[src/sv/pcwi_pkg.sv]
`timescale 1ns / 1ps
package pcwi_pkg;

   localparam int CLOUDS     = 4;
   localparam int MAX_POINTS = 65536;
   localparam int DEPTH      = CLOUDS * MAX_POINTS;
   localparam int ADDR_W     = $clog2(DEPTH);
   localparam int SUM_W      = ADDR_W + 1;
   localparam int CNT_W      = $clog2(DEPTH + 1);
   localparam int LEN_W      = $clog2(MAX_POINTS + 1);
   localparam int HELD_W     = $clog2(CLOUDS + 1);
   localparam int CIDX_W     = $clog2(CLOUDS);
   localparam int POSE_WORDS = 24;

   localparam logic [1:0] FUNC_POSE   = 2'd0;
   localparam logic [1:0] FUNC_APPEND = 2'd1;
   localparam logic [1:0] FUNC_READ   = 2'd2;

   localparam logic [1:0] STAT_OK    = 2'd0;
   localparam logic [1:0] STAT_RANGE = 2'd1;
   localparam logic [1:0] STAT_FULL  = 2'd2;

   typedef enum logic [4:0] {
      OP_NONE, OP_LATCH, OP_POSE, OP_DROP, OP_MOVE_CLR, OP_OPEN, OP_MV_RD, OP_LOAD,
      OP_MUL1, OP_MUL2, OP_ACC, OP_FIN1, OP_DIFF, OP_FIN2, OP_WB, OP_APPEND,
      OP_RD_ISSUE, OP_RD_RSP
   } op_type;

   typedef enum logic [4:0] {
      ST_IDLE, ST_DROP, ST_MV_CHK, ST_MV_RD, ST_MV_LD, ST_MUL1, ST_ACC1, ST_FIN1,
      ST_DIFF, ST_MUL2, ST_ACC2, ST_FIN2, ST_WB, ST_APPEND, ST_RD_ISSUE, ST_RD_RSP
   } state_type;

   typedef struct packed {
      op_type     op;
      logic [1:0] row;
      logic [1:0] col;
   } cmd_type;

   typedef struct packed {
      logic starts;
      logic held_zero;
      logic held_full;
      logic move_done;
   } stat_type;

   // saturate a wide signed value to 32 bits
   function automatic logic signed [31:0] sat32(input logic signed [39:0] v);
      logic signed [39:0] hi;
      logic signed [39:0] lo;
      hi = 40'sd2147483647;
      lo = -40'sd2147483648;
      if (v > hi) return 32'sh7fffffff;
      else if (v < lo) return 32'sh80000000;
      else return v[31:0];
   endfunction

endpackage

[src/sv/pcwi_ctrl.sv]
`timescale 1ns / 1ps
module pcwi_ctrl (
   input  logic                clock,
   input  logic                reset,
   input  logic                start,
   input  logic [1:0]          func,
   input  pcwi_pkg::stat_type  stat,
   output pcwi_pkg::cmd_type   cmd,
   output logic                busy
);

   pcwi_pkg::state_type state_ff, state_in;
   logic [1:0] row_ff, row_in, col_ff, col_in;

   always_ff @(posedge clock) begin
      if (reset) begin
         state_ff <= pcwi_pkg::ST_IDLE;
         row_ff   <= 2'd0;
         col_ff   <= 2'd0;
      end else begin
         state_ff <= state_in;
         row_ff   <= row_in;
         col_ff   <= col_in;
      end
   end

   always_comb begin
      state_in = state_ff;
      row_in   = row_ff;
      col_in   = col_ff;
      cmd.op   = pcwi_pkg::OP_NONE;
      cmd.row  = row_ff;
      cmd.col  = col_ff;
      busy     = 1'b1;
      case (state_ff)
         pcwi_pkg::ST_IDLE: begin
            busy = 1'b0;
            if (start) begin
               case (func)
                  pcwi_pkg::FUNC_POSE: cmd.op = pcwi_pkg::OP_POSE;
                  pcwi_pkg::FUNC_APPEND: begin
                     cmd.op   = pcwi_pkg::OP_LATCH;
                     state_in = pcwi_pkg::ST_DROP;
                  end
                  pcwi_pkg::FUNC_READ: begin
                     cmd.op   = pcwi_pkg::OP_LATCH;
                     state_in = pcwi_pkg::ST_RD_ISSUE;
                  end
                  default: cmd.op = pcwi_pkg::OP_NONE;
               endcase
            end
         end
         pcwi_pkg::ST_DROP: begin
            if (stat.starts || stat.held_zero) begin
               cmd.op   = stat.held_full ? pcwi_pkg::OP_DROP : pcwi_pkg::OP_MOVE_CLR;
               state_in = pcwi_pkg::ST_MV_CHK;
            end else begin
               state_in = pcwi_pkg::ST_APPEND;
            end
         end
         pcwi_pkg::ST_MV_CHK: begin
            if (stat.move_done) begin
               cmd.op   = pcwi_pkg::OP_OPEN;
               state_in = pcwi_pkg::ST_APPEND;
            end else begin
               state_in = pcwi_pkg::ST_MV_RD;
            end
         end
         pcwi_pkg::ST_MV_RD: begin
            cmd.op   = pcwi_pkg::OP_MV_RD;
            state_in = pcwi_pkg::ST_MV_LD;
         end
         pcwi_pkg::ST_MV_LD: begin
            cmd.op   = pcwi_pkg::OP_LOAD;
            row_in   = 2'd0;
            col_in   = 2'd0;
            state_in = pcwi_pkg::ST_MUL1;
         end
         pcwi_pkg::ST_MUL1: begin
            cmd.op   = pcwi_pkg::OP_MUL1;
            state_in = pcwi_pkg::ST_ACC1;
         end
         pcwi_pkg::ST_ACC1: begin
            cmd.op = pcwi_pkg::OP_ACC;
            if (col_ff == 2'd2) begin
               col_in   = 2'd0;
               state_in = pcwi_pkg::ST_FIN1;
            end else begin
               col_in   = col_ff + 2'd1;
               state_in = pcwi_pkg::ST_MUL1;
            end
         end
         pcwi_pkg::ST_FIN1: begin
            cmd.op = pcwi_pkg::OP_FIN1;
            if (row_ff == 2'd2) begin
               row_in   = 2'd0;
               state_in = pcwi_pkg::ST_DIFF;
            end else begin
               row_in   = row_ff + 2'd1;
               state_in = pcwi_pkg::ST_MUL1;
            end
         end
         pcwi_pkg::ST_DIFF: begin
            cmd.op   = pcwi_pkg::OP_DIFF;
            state_in = pcwi_pkg::ST_MUL2;
         end
         pcwi_pkg::ST_MUL2: begin
            cmd.op   = pcwi_pkg::OP_MUL2;
            state_in = pcwi_pkg::ST_ACC2;
         end
         pcwi_pkg::ST_ACC2: begin
            cmd.op = pcwi_pkg::OP_ACC;
            if (col_ff == 2'd2) begin
               col_in   = 2'd0;
               state_in = pcwi_pkg::ST_FIN2;
            end else begin
               col_in   = col_ff + 2'd1;
               state_in = pcwi_pkg::ST_MUL2;
            end
         end
         pcwi_pkg::ST_FIN2: begin
            cmd.op = pcwi_pkg::OP_FIN2;
            if (row_ff == 2'd2) begin
               row_in   = 2'd0;
               state_in = pcwi_pkg::ST_WB;
            end else begin
               row_in   = row_ff + 2'd1;
               state_in = pcwi_pkg::ST_MUL2;
            end
         end
         pcwi_pkg::ST_WB: begin
            cmd.op   = pcwi_pkg::OP_WB;
            state_in = pcwi_pkg::ST_MV_CHK;
         end
         pcwi_pkg::ST_APPEND: begin
            cmd.op   = pcwi_pkg::OP_APPEND;
            state_in = pcwi_pkg::ST_IDLE;
         end
         pcwi_pkg::ST_RD_ISSUE: begin
            cmd.op   = pcwi_pkg::OP_RD_ISSUE;
            state_in = pcwi_pkg::ST_RD_RSP;
         end
         pcwi_pkg::ST_RD_RSP: begin
            cmd.op   = pcwi_pkg::OP_RD_RSP;
            state_in = pcwi_pkg::ST_IDLE;
         end
         default: state_in = pcwi_pkg::ST_IDLE;
      endcase
   end

endmodule

[config.mk]
export PLATFORM = sky130hd
export DESIGN_NAME = pcwi_ctrl
export DESIGN_NICKNAME = d
export VERILOG_FILES = /design/src/sv/pcwi_pkg.sv /design/src/sv/pcwi_ctrl.sv
export SDC_FILE = /design/constraint.sdc
export NUM_CORES = 1
export LEC_CHECK = 0
export ABC_AREA = 1
export BUFFER_PORTS_ARGS = -buffer_cell sky130_fd_sc_hd__buf_2
export CAP_MARGIN = 20
export CORE_MARGIN = 2
export CORE_UTILIZATION = 51
export CTS_CLUSTER_DIAMETER = 50
export DETAILED_ROUTE_END_ITERATION = 12
export PLACE_DENSITY = 0.77
export SLEW_MARGIN = 20
export SYNTH_ARGS = -nofsm -noshare
export SYNTH_HDL_FRONTEND = slang
export SYNTH_SLANG_ARGS = --single-unit
[constraint.sdc]
create_clock -name clock -period 1.5 [get_ports clock]
set_input_delay 0.075 -clock clock [delete_from_list [all_inputs] [get_ports clock]]
set_output_delay 0.075 -clock clock [all_outputs]
set_load 0.005 [all_outputs]
* After elaboration in Yosys (flattened, before gate mapping)
Cells that the tools add are included.
W data, S select, Z words.
** Storage, ports and cells
- Bits in registers :: 9
- Input bits :: 9
- Output and inout port bits :: 10
- Word-level logic and storage cells :: 55
** Operators by class
- Add/subtract/negate cells :: 2
- Eq/ne operators :: 21
- Multiplexer cells :: 20
- Reduce and logical (&&, ||, !) cells :: 9
** Operator list (count)
- $pmux W5 S15 :: 1
- $pmux W5 S14 :: 1
- $eq A5 B4 Y1 const B :: 8
- $eq A5 B3 Y1 const B :: 4
- $mux W3 :: 4
- $mux W4 :: 3
- $pmux W2 S2 :: 3
- $eq A5 B2 Y1 const B :: 2
- $mux W2 :: 5
- $pmux W5 S2 :: 1
- $eq A2 B2 Y1 const B :: 3
- $reduce_or A2 Y1 :: 3
- $eq A5 B1 Y1 const B :: 1
- $logic_not A5 Y1 :: 1
- $mux W5 :: 1
- $add A2 B1 Y2 const B :: 2
- $reduce_bool A2 Y1 :: 2
- $ne A3 B1 Y1 const B :: 1
- $eq A2 B1 Y1 const B :: 1
- $logic_not A2 Y1 :: 1
- $ne A2 B2 Y1 const B :: 1
- $reduce_and A2 Y1 :: 1
- $logic_or A1 B1 Y1 :: 1
- $mux W1 :: 1

* Depth between registers and ports, before layout
Gate-level depths: netlist of the first run.
- Depth in word-level cells :: 5
- Mapped depth :: 9
- Depth with buffers taken out :: 9

* Least setup slack after synthesis of the first run
No wires, ideal clock.
- Kind :: register to register
- From :: reg state_ff[0]
- To :: reg state_ff[0]
- Library setup time :: 0.121 ns
- Data arrival time :: 0.998 ns
- Data required time :: 1.379 ns
- Path slack :: 0.381 ns
- Stages on the path, launching flop included :: 7
- Path buffers :: 0
- Clock period less this slack :: 1.119 ns
- Path through :: dfxtp_1 nor2_1 inv_1 nor2_4 nand2_1 o211ai_2 nor2_1
** On the way
- Longest elaborated chain between the ends :: 3
- Elaborated cells on any way between the ends :: 18
- Classes of those cells :: 15 x eq/ne; 1 x mux; 2 x reduce/logical
** RTL lines
- start, declared :: line pcwi_ctrl.sv:12 : pcwi_pkg::state_type state_ff, state_in;
- start signal, assigned :: line pcwi_ctrl.sv:17 : state_ff <= pcwi_pkg::ST_IDLE;
- start signal, assigned :: line pcwi_ctrl.sv:21 : state_ff <= state_in;
- branches (longest 3 deep; another with $pmux W5 S14)
Several ways; the timed one is not identified.
A chain may end at the register's enable or synchronous reset.

==> out/metrics.yaml, run 1 <==
timing:
  rsz0062_at_grt: "yes"
  maxSlewViolCount: 0
  tightest_slew_ns: 0.2166
  setup_viol: 0
  hold_violations: 0
  fmax_ghz: 0.6826
  whs_ns: 0.05047
  relSlewSlack: 0.8551
  fin_crit_ns: 1.465
  finalSetupTns_ns: 0
  finalClockSkew_ns: 0.0003167
  fin_crit_sh: 0.9766
min_path:
  min_path_type: "input pin to register"
pwr:
  p_leak_nw: 0.4797
  p_total_mw: 1.442
  peakVddDrop_v: 0.001116
  power_density_nw_per_um2: 1584
clock_tree:
  root_buffer: "clkbuf_4"
  post_cts_buffers: 0
  numCtsBuffers: 3
  cts_tree: "yes"
  clkSinkCount: 8
  clock_path_buffers: 2
  clk_pin_slew_ns: 0.05
  htreeDepth: 1
  clkLatencyLatePin_ns: 0.26
final_layout:
  multiInputGateArea_um2: 515.5
  final_nets: 167
  fillers: 131
  num_antenna_cells: 0
  drive_above_1_share: 0.2810
  area.sequential_um2: 170.2
  syn_to_final_growth_pct: 24.02
  final_util: 0.6914
critical_path:
  crit_fanout: 7
  worstSetupEndpointType: "output port"
  arrival_ns: 1.39
  crit_type: "register to output port"
  crit_required_ns: 1.42
  critPathLaunchType: "register"
grt:
  grt_max_degree: 8
  grt_pass1_wl_um: 3125
  track_usage: 0.2421
  grt_pass1_vias: 734
  overflow: 0
  antenna_found_initial: 0
placed_design:
  gp_congestion: 0.9576
  dp_hpwl_um: 1530
  port_buffers: 18
synth:
  synth_top_family_by_area: "simple AND/OR/NAND/NOR gates"
  synth_compound_gate_area_share: 0.1175
  synth_nets: 143
  netlist_area_um2: 734.5
  synth-async-reset-ratio: 0
  synth_xor_area_frac: 0
  synth_most_common_cell: "nand2_1"
  ys_types: 16
  synth_cells: 131
  synth.largest_area_cell: "dfxtp_1"
  synthFlopType: "dfxtp_1"
  synthSimpleGateAreaFrac: 0.4957
  synthTopCellsByArea: "dfxtp_1 (22%), nand2_1 (15%), nor2_1 (14%), nand3_1 (12%), inv_1 (12%)"
  synth_mux_area_frac: 0
  synth_top_cells_by_count: "nand2_1 (30), nor2_1 (27), inv_1 (23)"
  yosysTopAreaCellShare: 0.2181
  avgSynthCellArea_um2: 5.607
  synth_fa_ha_area_frac: 0.05111
  yosysWarnings: 0
  synth-edff-count: 0
  seq_area_frac_synth: 0.2181
  ys_ff_latch: 8
detailed_routing:
  drtAntennaViolNets: 0
  num_vias: 900
  wirelength_um: 1972
  drc_errors: 0
  wl_per_cell_um: 11.74
  firstDrtPassIters: 4
  avgViaCountPerCell: 5.357
  drtIter0Drc: 30
die:
  die_h_um: 41.95
  start_util: 0.5575
  io_pins: 19
  die_x_um: 41.95
  row_count: 13
  core_um2: 1318
  fp.dieArea_um2: 1760
run:
  cap_violations: 0
run_status:
  status: "finished clean"
-- registers in the layout, summed over array words and instances (netlist names) --
| register | flops |
|---|---|
| state_ff | 4 |
| col_ff | 2 |
| row_ff | 2 |
-- final timing paths --
check / startpoint / endpoint / slack [ns] / cells after the start
setup / recovery: state_ff[1]$_SDFFE_PP0P_ / cmd[6] / 0.04 / 7
hold / removal: reset / col_ff[1]$_SDFFE_PP0P_ / 0.05 / 2
setup reg to reg: state_ff[3]$_SDFFE_PP0P_ / row_ff[1]$_SDFFE_PP0P_ / 0.24 / 6
hold reg to reg: col_ff[1]$_SDFFE_PP0P_ / col_ff[1]$_SDFFE_PP0P_ / 0.49 / 2
-- critical path: stages, from the launching register on --
cell,delay (ns)
dfxtp_4,0.38
nand2_1,0.13
inv_1,0.10
nand2_1,0.08
nand2_2,0.06
a21oi_1,0.16
nand4_1,0.09
buf_2,0.14
-- cell families after synthesis --
kind of cell	count (synthesis)
buf+inv	23
fa+ha+maj	3
compound gates	14
simple gates	83
flops	8
-- repair_timing --
action	4_1_cts	5_1_grt
endpoints found under the setup margin	3	3
gates resized for setup	9	9
cloned	0	0
hold buffers	0	0
-- metal layers --
| layer | track usage | share of wire |
|---|---|---|
| met3 | 0.06522 | 0.063 |
| met4 | 0.1355 | 0.024 |
| met2 | 0.3906 | 0.48 |
| met5 | 0 | 0 |
| met1 | 0.2872 | 0.43 |
-- report_power, final --
| group | internal (mW) | total, mW | switching (mW) |
|---|---|---|---|
| Sequential | 0.271 | 0.364 | 0.0933 |
| Clock | 0.0917 | 0.168 | 0.0763 |
| Combinational | 0.343 | 0.910 | 0.567 |
| Total | 0.706 | 1.44 | 0.737 |
-- placed cells by master (no fill, tap or decap) --
master	count
inv_1	19
nand3_2	1
clkbuf_4	3
inv_2	4
o22ai_1	1
nand2_1	28
nand4_1	2
nand3_1	17
o211ai_2	1
dfxtp_2	2
buf_2	18
nor2_1	24
nor2_2	2
a21oi_1	7
dfxtp_4	2
nor2_4	3
dfxtp_1	4
nand2_4	1
buf_4	1
o211ai_1	3
nand2_2	5
ha_1	3
o21ai_0	2
-- per-stage QoR --
stage,worst slack (ns),cell area (um2),std cells
after global placement,0.1065,850.8,165
after floorplan,0.3812,734.5,131
after global routing,-0.05823,910.9,168
after CTS,0.01172,890.9,168
final,0.03509,910.9,168
after detailed placement,0.1512,850.8,165
-- final cells by class --
cell class | count | share of cell area
flip-flops and latches | 8 | 0.1868
multi-input cells | 100 | 0.5659
well taps | 15 | 0.02060
inverters | 23 | 0.09478
clock buffers | 3 | 0.02473
repair buffers | 19 | 0.1071
No activity file was read; power rests on OpenSTA's default activity.
==> run 2: changes to the inputs <==
Settings changed: ABC_AREA 1 to unset, CORE_UTILIZATION 51 to 52.
==> run 2 against run 1 <==
  * Register-to-register slack worse by 0.08 ns
  * Synthesized area grew 13%
  * Cell area increased by 15%
  * Flip-flop and latch count unchanged
  * Via count is 12% higher
  * Global-route usage rose by 0.32 points
  * Synthesized cell count shrank 9.2%
  * Final cell count fell by 3.6%
  * Largest cell class unchanged
==> out/metrics.yaml, run 2 <==
run_status:
  status: "finished clean"
min_path:
  min_path_type: "input pin to register"
  hp-start: "reset"
synth:
  synth-async-reset-ratio: 0  # unchanged
  yosysTopAreaCellShare: 0.1925  # -0.02558
  synth_most_common_cell: "a21oi_1"
  synth_nets: 131  # -8.4%
  synthSimpleGateAreaFrac: 0.3053  # -0.1905
  synth-edff-count: 0  # unchanged
  synth_xor_area_frac: 0.01053  # +0.01053
  synth_compound_gate_area_share: 0.3534  # +0.2358
  synth.largest_area_cell: "dfxtp_1"
  synth_mux_area_frac: 0.01203  # +0.01203
  avgSynthCellArea_um2: 6.992  # +25%
  ys_ff_latch: 8  # unchanged
  synthTopCellsByArea: "dfxtp_1 (19%), nor2b_1 (8.3%), a21oi_1 (7.8%), a31oi_1 (4.5%), ha_1 (4.5%)"
  synth_cells: 119  # -9.2%
  synth_fa_ha_area_frac: 0.04511  # -0.005995
  synthFlopType: "dfxtp_1"
  synth_top_cells_by_count: "a21oi_1 (13), nor2b_1 (11), nand2_1 (10)"
  seq_area_frac_synth: 0.1925  # -0.02558
  yosysWarnings: 0  # unchanged
  synth_top_family_by_area: "compound AO/OA/AOI/OAI gates"
  netlist_area_um2: 832.0  # +13%
  ys_types: 37  # +21
pwr:
  power_density_nw_per_um2: 1560  # -1.5%
  peakVddDrop_v: 0.0008819  # -21%
  p_total_mw: 1.639  # +14%
  p_leak_nw: 0.4453  # -7.2%
grt:
  grt_max_degree: 14  # +6
  overflow: 0  # unchanged
  antenna_found_initial: 0  # unchanged
  grt_pass1_wl_um: 3546  # +13%
  grt_pass1_vias: 835  # +14%
  track_usage: 0.2453  # +0.003207
placed_design:
  port_buffers: 18  # unchanged
  gp_congestion: 0.9255  # -3.4%
  placed_cell_area_um2: 960.9  # +13%
  dp_hpwl_um: 1651  # +7.9%
final_layout:
  biggestRegsByFlops: "state_ff (4), col_ff (2), row_ff (2)"
  regMostFlops: "state_ff"
  num_antenna_cells: 0  # unchanged
  drive_above_1_share: 0.3288  # +0.04772
  layout_commonest_cell: "buf_2"
  mostFrequentLayoutCells: "buf_2 (18), a21oi_1 (13), buf_4 (13), nand2_1 (10), nor2b_1 (10)"
  largest_reg_flops: 4  # unchanged
  final_nets: 160  # -4.2%
  design_area_um2: 1051  # +15%
  syn_to_final_growth_pct: 26.32
die:
  die_x_um: 44  # +4.9%
  die_h_um: 44  # +4.9%
  start_util: 0.5523  # -0.005129
  fp.dieArea_um2: 1936  # +10%
  core_um2: 1506  # +14%
  row_count: 14  # +1
  io_pins: 19  # unchanged
detailed_routing:
  avgViaCountPerCell: 6.222  # +16%
  num_vias: 1008  # +12%
  drtIter0Drc: 33  # +10%
  wl_per_cell_um: 14.21  # +21%
  wirelength_um: 2302  # +17%
  drtAntennaViolNets: 0  # unchanged
  drc_errors: 0  # unchanged
  firstDrtPassIters: 4  # unchanged
clock_tree:
  htreeDepth: 1  # unchanged
  clkSinkCount: 8  # unchanged
  numCtsBuffers: 3  # unchanged
  ctsHoldBuffers: 0  # unchanged
  clk_pin_slew_ns: 0.05  # about the same
  clock_path_buffers: 2  # unchanged
  cts_tree: "yes"
  root_buffer: "clkbuf_4"
  clkLatencyLatePin_ns: 0.25  # about the same
timing:
  setup_viol: 0  # unchanged
  tightest_slew_ns: 0.3239  # +0.1073 ns
  finalSetupTns_ns: 0  # unchanged
  fin_crit_ns: 1.452  # -0.01326 ns
  fmax_ghz: 0.6889  # +0.91%
  finalClockSkew_ns: 0.007190  # +0.006873 ns
  fin_crit_sh: 0.9678  # -0.008837
  rsz0062_at_grt: "yes"
  relSlewSlack: 0.7826  # -0.07242
  hold_violations: 0  # unchanged
  whs_ns: 0.05701  # +0.006533 ns
  maxSlewViolCount: 0  # unchanged
critical_path:
  reg2reg_from: "row_ff[1]$_SDFFE_PP0P_"
  crit_fanout: 8  # +1
  crit_type: "register to output port"
  critPathLaunchType: "register"
  crit_required_ns: 1.42  # about the same
  arrival_ns: 1.38  # about the same
  crit_start: "state_ff[1]$_SDFFE_PP0P_"
  worstSetupEndpointType: "output port"
run:
  cap_violations: 0  # unchanged
-- run 2: changes by cell type in the layout (fill, tap and decap cells not counted), sizes merged, moves of 3 or more --
cell	delta
a21oi	+6
a31oi	+6
buf	+12
inv	-18
nand2	-24
nand2b	+4
nand3	-17
nor2	-21
nor2b	+11
nor3	+3
o211ai	-4
o21ai	+10
-- run 2: worst paths after layout --
path	slack (ns)	cells after the start	to
worst min register to register	0.55	2	row_ff[1]$_SDFFE_PP0P_
worst min-delay path	0.06	2	col_ff[0]$_SDFFE_PP0P_
worst max register to register	0.16	4	state_ff[0]$_SDFFE_PP0P_
worst max-delay path	0.05	4	cmd[5]
-- run 2: repair_timing --
action                     in CTS  in global routing
cloned                          0                  0
gates resized for setup         7                  9
pin swaps                       0                  1
buffers inserted                0                  5
setup endpoints to repair       4                  4
-- run 2: layout make-up --
type | instances | area (um2)
fillers | 128 | 455.4
flip-flops and latches | 8 | 175.2
inverters | 5 | 18.77
repair buffers | 32 | 192.7
multi-input cells | 98 | 621.8
clock buffers | 3 | 22.52
well taps | 16 | 20.02
-- run 2: layer usage --
layer / wire, um / global-route usage
met5: 0 / 0
met4: 19 / 0.02424
met3: 164 / 0.07500
met2: 1116 / 0.4353
met1: 1001 / 0.2990
-- run 2: cell families (layout without fill, tap and decap cells) --
logic type,after synthesis,count (layout)
AOI/OAI and AO/OA,47,47
muxes,1,1
buffers and inverters,13,40
adders and majority gates,3,3
and+or+nand+nor,46,46
xor gates and xnor gates,1,1
DFF,8,8
-- run 2: metrics by stage --
step	worst slack, ns	instances	utilization
global placement	0.06719	154	0.6379
CTS	0.01364	157	0.6611
global route	-0.01104	162	0.6977
detailed placement	0.08287	154	0.6379
floorplan	0.3310	119	-
finish	0.04835	162	0.6977
-- run 2: where the power goes --
part           internal (mW)  switching (mW)
combinational          0.532           0.550
sequential             0.276           0.119
clock                 0.0914          0.0709
-- run 2: critical path, cell delays in order, from the launching register on --
cell and delay [ns]:
dfxtp_4 0.38, buf_4 0.17, o21a_1 0.18, o311ai_1 0.24
buf_2 0.16
